[src/rtl/rc6_block_cipher_top_defines.svh]
// Assertion macros for the RC6 engine. Clock clk_i and reset rst_ni are implied.
`ifndef RC6_BLOCK_CIPHER_TOP_DEFINES_SVH
`define RC6_BLOCK_CIPHER_TOP_DEFINES_SVH

`ifndef SYNTHESIS
`define RC6_ASSERT(lbl, prop) \
  lbl: assert property (@(posedge clk_i) disable iff (!rst_ni) prop) \
    else $error("rc6: check failed");
`define RC6_ASSERT_SAME(lbl, ante, cons) `RC6_ASSERT(lbl, ante |-> cons)
`define RC6_ASSERT_NEXT(lbl, ante, cons) `RC6_ASSERT(lbl, ante |=> cons)
`else
`define RC6_ASSERT(lbl, prop)
`define RC6_ASSERT_SAME(lbl, ante, cons)
`define RC6_ASSERT_NEXT(lbl, ante, cons)
`endif

`endif

[src/rtl/rc6_pkg.sv]
package rc6_pkg;

  localparam int unsigned ROUNDS_DEF        = 20;
  localparam int unsigned MAX_KEY_BYTES_DEF = 32;

  localparam logic [31:0] MAGIC_P = 32'hB7E15163;
  localparam logic [31:0] MAGIC_Q = 32'h9E3779B9;

  // configuration port
  localparam int unsigned CFG_IDX_W  = 3;
  localparam int unsigned CFG_DATA_W = 64;
  localparam int unsigned KEY_REG_N  = 4;
  localparam int unsigned KEY_BITS   = KEY_REG_N * CFG_DATA_W;
  localparam int unsigned KEY_LEN_W  = 6;
  localparam logic [KEY_LEN_W-1:0] KEY_LEN_RST = 6'd16;

  localparam logic [CFG_IDX_W-1:0] CFG_KEY_LOW      = 3'd0;
  localparam logic [CFG_IDX_W-1:0] CFG_KEY_MID_LOW  = 3'd1;
  localparam logic [CFG_IDX_W-1:0] CFG_KEY_MID_HIGH = 3'd2;
  localparam logic [CFG_IDX_W-1:0] CFG_KEY_HIGH     = 3'd3;
  localparam logic [CFG_IDX_W-1:0] CFG_KEY_LENGTH   = 3'd4;

  // action codes
  localparam int unsigned ACT_W = 2;
  localparam logic [ACT_W-1:0] ACT_EXPAND  = 2'd0;
  localparam logic [ACT_W-1:0] ACT_ENCRYPT = 2'd1;
  localparam logic [ACT_W-1:0] ACT_DECRYPT = 2'd2;

  typedef enum logic [1:0] {
    RD_PRE,
    RD_ROUND,
    RD_POST,
    RD_KEY
  } rc6_rd_sel_e;

  typedef struct packed {
    logic        dec;
    logic        key_load;
    logic        key_a;
    logic        key_b;
    logic        blk_load;
    logic        whiten_in;
    logic        round_mul;
    logic        round_add;
    logic        whiten_out;
    logic        out_load;
    logic        out_nokey;
    rc6_rd_sel_e rd_sel;
  } rc6_cmd_t;

  typedef struct packed {
    logic key_last;
    logic round_last;
  } rc6_stat_t;

  function automatic logic [31:0] rotl32(logic [31:0] x, logic [4:0] n);
    logic [63:0] t;
    t = {x, x} << n;
    return t[63:32];
  endfunction

  function automatic logic [31:0] rotr32(logic [31:0] x, logic [4:0] n);
    logic [63:0] t;
    t = {x, x} >> n;
    return t[31:0];
  endfunction

endpackage

[src/rtl/rc6_ctrl.sv]
`include "rc6_block_cipher_top_defines.svh"

module rc6_ctrl
  import rc6_pkg::*;
(
  input  logic             clk_i,
  input  logic             rst_ni,
  input  logic             in_valid_i,
  input  logic [ACT_W-1:0] in_action_i,
  output logic             in_ready_o,
  output logic             out_valid_o,
  input  logic             out_ready_i,
  input  rc6_stat_t        stat_i,
  output rc6_cmd_t         cmd_o
);

  typedef enum logic [2:0] {
    ST_IDLE,
    ST_KEY_A,
    ST_KEY_B,
    ST_WHITEN_IN,
    ST_MUL,
    ST_ADD,
    ST_WHITEN_OUT,
    ST_DONE
  } state_e;

  state_e state_q;
  logic   out_valid_q, keys_ready_q, dec_q, nokey_q;
  logic   out_free, act_blk;

  assign out_free   = !out_valid_q || out_ready_i;
  assign act_blk    = (in_action_i == ACT_ENCRYPT) || (in_action_i == ACT_DECRYPT);
  assign in_ready_o = (state_q == ST_IDLE);
  assign out_valid_o = out_valid_q;

  always_comb begin
    cmd_o        = '0;
    cmd_o.dec    = dec_q;
    cmd_o.rd_sel = RD_ROUND;
    unique case (state_q)
      ST_IDLE: begin
        cmd_o.dec = (in_action_i == ACT_DECRYPT);
        if (in_valid_i) begin
          priority if (in_action_i == ACT_EXPAND) begin
            cmd_o.key_load = 1'b1;
          end else if (act_blk) begin
            cmd_o.blk_load = 1'b1;
            cmd_o.rd_sel   = RD_PRE;
          end else begin
            cmd_o.blk_load = 1'b0;
          end
        end
      end
      ST_KEY_A: cmd_o.key_a = 1'b1;
      ST_KEY_B: begin
        cmd_o.key_b  = 1'b1;
        cmd_o.rd_sel = RD_KEY;
      end
      ST_WHITEN_IN: cmd_o.whiten_in = 1'b1;
      ST_MUL: begin
        cmd_o.round_mul = 1'b1;
        cmd_o.rd_sel    = RD_ROUND;
      end
      ST_ADD: begin
        cmd_o.round_add = 1'b1;
        cmd_o.rd_sel    = RD_POST;
      end
      ST_WHITEN_OUT: cmd_o.whiten_out = 1'b1;
      ST_DONE: begin
        cmd_o.out_load  = out_free;
        cmd_o.out_nokey = nokey_q;
      end
    endcase
  end

  always_ff @(posedge clk_i or negedge rst_ni) begin
    if (!rst_ni) begin
      state_q      <= ST_IDLE;
      out_valid_q  <= 1'b0;
      keys_ready_q <= 1'b0;
      dec_q        <= 1'b0;
      nokey_q      <= 1'b0;
    end else begin
      if (cmd_o.out_load) begin
        out_valid_q <= 1'b1;
      end else if (out_ready_i) begin
        out_valid_q <= 1'b0;
      end
      unique case (state_q)
        ST_IDLE: begin
          if (in_valid_i) begin
            dec_q   <= (in_action_i == ACT_DECRYPT);
            nokey_q <= !keys_ready_q;
            priority if (in_action_i == ACT_EXPAND) begin
              state_q <= ST_KEY_A;
            end else if (act_blk) begin
              state_q <= keys_ready_q ? ST_WHITEN_IN : ST_DONE;
            end else begin
              state_q <= ST_IDLE;
            end
          end
        end
        ST_KEY_A: state_q <= ST_KEY_B;
        ST_KEY_B: begin
          if (stat_i.key_last) begin
            keys_ready_q <= 1'b1;
            state_q      <= ST_IDLE;
          end else begin
            state_q <= ST_KEY_A;
          end
        end
        ST_WHITEN_IN:  state_q <= ST_MUL;
        ST_MUL:        state_q <= ST_ADD;
        ST_ADD:        state_q <= stat_i.round_last ? ST_WHITEN_OUT : ST_MUL;
        ST_WHITEN_OUT: state_q <= ST_DONE;
        ST_DONE: begin
          if (out_free) begin
            state_q <= ST_IDLE;
          end
        end
      endcase
    end
  end

  `RC6_ASSERT_NEXT(a_keys_sticky, keys_ready_q, keys_ready_q)
  `RC6_ASSERT_SAME(a_rounds_need_keys, state_q == ST_WHITEN_IN, keys_ready_q)
  `RC6_ASSERT_NEXT(a_key_phases, state_q == ST_KEY_A, state_q == ST_KEY_B)
  `RC6_ASSERT_NEXT(a_round_phases, state_q == ST_MUL, state_q == ST_ADD)
  `RC6_ASSERT_SAME(a_nokey_result, nokey_q && state_q == ST_DONE, !keys_ready_q)

endmodule

[config.mk]
export PLATFORM = sky130hd
export DESIGN_NAME = rc6_ctrl
export DESIGN_NICKNAME = d
export VERILOG_FILES = /design/src/rtl/rc6_pkg.sv /design/src/rtl/rc6_ctrl.sv
export VERILOG_INCLUDE_DIRS = /design/src /design/src/rtl
export SDC_FILE = /design/constraint.sdc
export NUM_CORES = 1
export LEC_CHECK = 0
export BUFFER_PORTS_ARGS = -buffer_cell sky130_fd_sc_hd__clkbuf_2
export CELL_PAD_IN_SITES_DETAIL_PLACEMENT = 1
export CELL_PAD_IN_SITES_GLOBAL_PLACEMENT = 2
export CORE_MARGIN = 2
export CORE_UTILIZATION = 26
export DETAILED_ROUTE_END_ITERATION = 16
export PLACE_DENSITY = 0.87
export REMOVE_ABC_BUFFERS = 1
export SLEW_MARGIN = 10
export SYNTH_ARGS = -nofsm -noshare
export SYNTH_HDL_FRONTEND = slang
export SYNTH_SLANG_ARGS = --single-unit
[constraint.sdc]
create_clock -name clk_i -period 2.3 [get_ports clk_i]
set_clock_uncertainty 0.05 [all_clocks]
set_input_delay 0.23 -clock clk_i [delete_from_list [all_inputs] [get_ports clk_i]]
set_output_delay 0.23 -clock clk_i [all_outputs]
set_load 0.05 [all_outputs]
==> results.cfg <==
[place]
io_buffers = 22
place_hpwl_microns = 1045
globalplace.congestion = 0.6683
placed_cells = 104

[detailed_routing]
drt_iter0_drc = 6
drt-met1-wl_microns = 612
first_pass_iters = 4
vias = 502
antenna_left = 0
drc = 0
vias_per_cell = 4.606
finalWirelength_microns = 1316
detail_route.wl_per_cell_microns = 12.07
wl_met2_microns = 612
routed-wl-met3_microns = 60
routed.top_layer = met4

[yosys]
syn-cell-area_sq_um = 525.5
ys_seq_elements = 7
synth_top_area_share = 0.3333
synth.area.top_cells = dfrtp_1 (33%), ha_1 (7.1%), nor2_1 (5.0%)
avgSynthCellArea_sq_um = 8.907
ys_warn_count = 0
ys_types = 29
yosysSeqAreaShare = 0.3333
netlist_instances = 59
yosys.area.top_type = dfrtp_1

[cells_and_area]
multi_input_area_sq_um = 305.3
diodes = 0
layout_common_cells = clkbuf_2 (22), nor2_1 (7), dfrtp_1 (7)
areaGrowthSynthToFinish_pct = 29.29
drive_above_1_share = 0.3902
seq_area_sq_um = 175.2
nets = 94
fill_cells = 260
layout.cells.most_common = clkbuf_2
instances_no_fill = 109

[cts]
clk_pin_slew_ns = 0.05
clockBufferDepth = 2
clk_latency_ns = 0.25
cts_tree = built
htree_num_levels = 1
cts.sinks = 7
post-cts-setup-buffers = 0
cts_root_buf = clkbuf_4
cts_resized = 0
numCtsBuffers = 3

[setup_path]
required_ns = 2.02
end_kind = output port
crit_type = register to output port
cp_max_fo = 17
critPathArrivalTime_ns = 1.75
reg2reg_setup_slack_ns = 0.82
startpoint_type = register

[floorplanning]
die_area_sq_mm = 0.002397
start_util = 0.2706
num_rows = 16
coreArea_sq_mm = 0.001942
ios = 23
die_h_microns = 48.96
die-width_microns = 48.96

[grt]
grt.overflow.total = 0
grt_antenna_before_repair = 0
grt_pass1_vias = 457
grt_max_degree = 18
grt_usage = 0.1207
grt_pass1_wl_microns = 2221

[timing]
drv_slew = 0
worst_pin_slew_ns = 0.5266
setup-violations-final = 0
fmax_ghz = 0.4936
period_minus_slack_ns = 2.026
period_share = 0.8809
hold_viol = 0
grt_setup_unrepaired = false
maxSlewHeadroom = 0.6489

[job]
maxCapViolCount = 0

[outcome]
status = finished, final reports clean

[min_path]
min_path_type = input pin to register
logic make-up after synthesis:
logic type / synth area share
AOI/OAI and AO/OA: 0.1214
adders and majority gates: 0.07144
buffers and inverters: 0.08571
DFF: 0.3333
muxes: 0.06904
and+or+nand+nor: 0.3191
timing repair:
item                                    4_1_cts  5_1_grt
hold buffers                                  1        0
endpoints found under the setup margin        0        0
hold endpoints to repair                      7        0
synth_stat cells, drive strengths merged:
| library cell | n |
|---|---|
| and3 | 3 |
| ha | 3 |
| nor2 | 7 |
| nor2b | 2 |
| o21a | 1 |
| nand3 | 1 |
| mux2i | 1 |
| nand2 | 3 |
| a221oi | 1 |
| nor3 | 5 |
| a211oi | 1 |
| inv | 5 |
| a21oi | 2 |
| a31oi | 2 |
| nor4b | 1 |
| mux2 | 2 |
| o21ai | 1 |
| or2 | 2 |
| nand2b | 1 |
| buf | 4 |
| dfrtp | 7 |
| nor3b | 3 |
| a21o | 1 |
critical path, stage by stage (launching register included):
cell	delay, ns
dfrtp_1	0.56
nor3_4	0.33
mux2_2	0.36
clkbuf_2	0.23
path summary, 6_finish.rpt:
path,from,to,cells past startpoint
min reg2reg,keys_ready_q$_DFFE_PN0P_,nokey_q$_DFFE_PN0P_,1
max,state_q[1]$_DFFE_PN0P_,cmd_o[12],3
min in group asynchronous,rst_ni,state_q[1]$_DFFE_PN0P_,2
max reg2reg,state_q[1]$_DFFE_PN0P_,dec_q$_DFFE_PN0P_,3
min,stat_i[1],keys_ready_q$_DFFE_PN0P_,2
max in group asynchronous,rst_ni,state_q[2]$_DFFE_PN0P_,2
metrics by stage:
step / hold slack (ns) / setup TNS, ns / utilization / cell area (sq um) / worst slack (ns)
final: 0.1771 / 0 / 0.3499 / 679.4 / 0.2739
after floorplan: -0.1156 / -0.007287 / - / 499.2 / -0.007287
after global placement: 0.02069 / 0 / 0.3312 / 643.1 / 0.5794
after CTS: 0.1593 / 0 / 0.3499 / 679.4 / 0.2680
after detailed placement: 0.02822 / 0 / 0.3312 / 643.1 / 0.5499
after global routing: 0.1763 / 0 / 0.3499 / 679.4 / 0.1726
cell type report:
class,count,share of cell area
Clock buffer,4,0.03867
Inverter,5,0.02762
Multi-Input combinational cell,43,0.4494
Sequential cell,7,0.2578
Tap cell,27,0.04972
Timing Repair Buffer,23,0.1768
layer usage:
| layer | global-route usage | up-vias |
|---|---|---|
| li1 | - | 248 |
| met1 | 0.1657 | 237 |
| met2 | 0.1667 | 14 |
| met3 | 0.02761 | 3 |
| met4 | 0.08095 | 0 |
| met5 | 0 | - |
flip-flops by register name, summed over array words and instances, names as in the netlist:
signal	flops
keys_ready_q	1
nokey_q	1
out_valid_o	1
state_q	3
dec_q	1
Power is not shown: default switching activity piles up to over one toggle a cycle in this logic, so the estimate is an artifact.
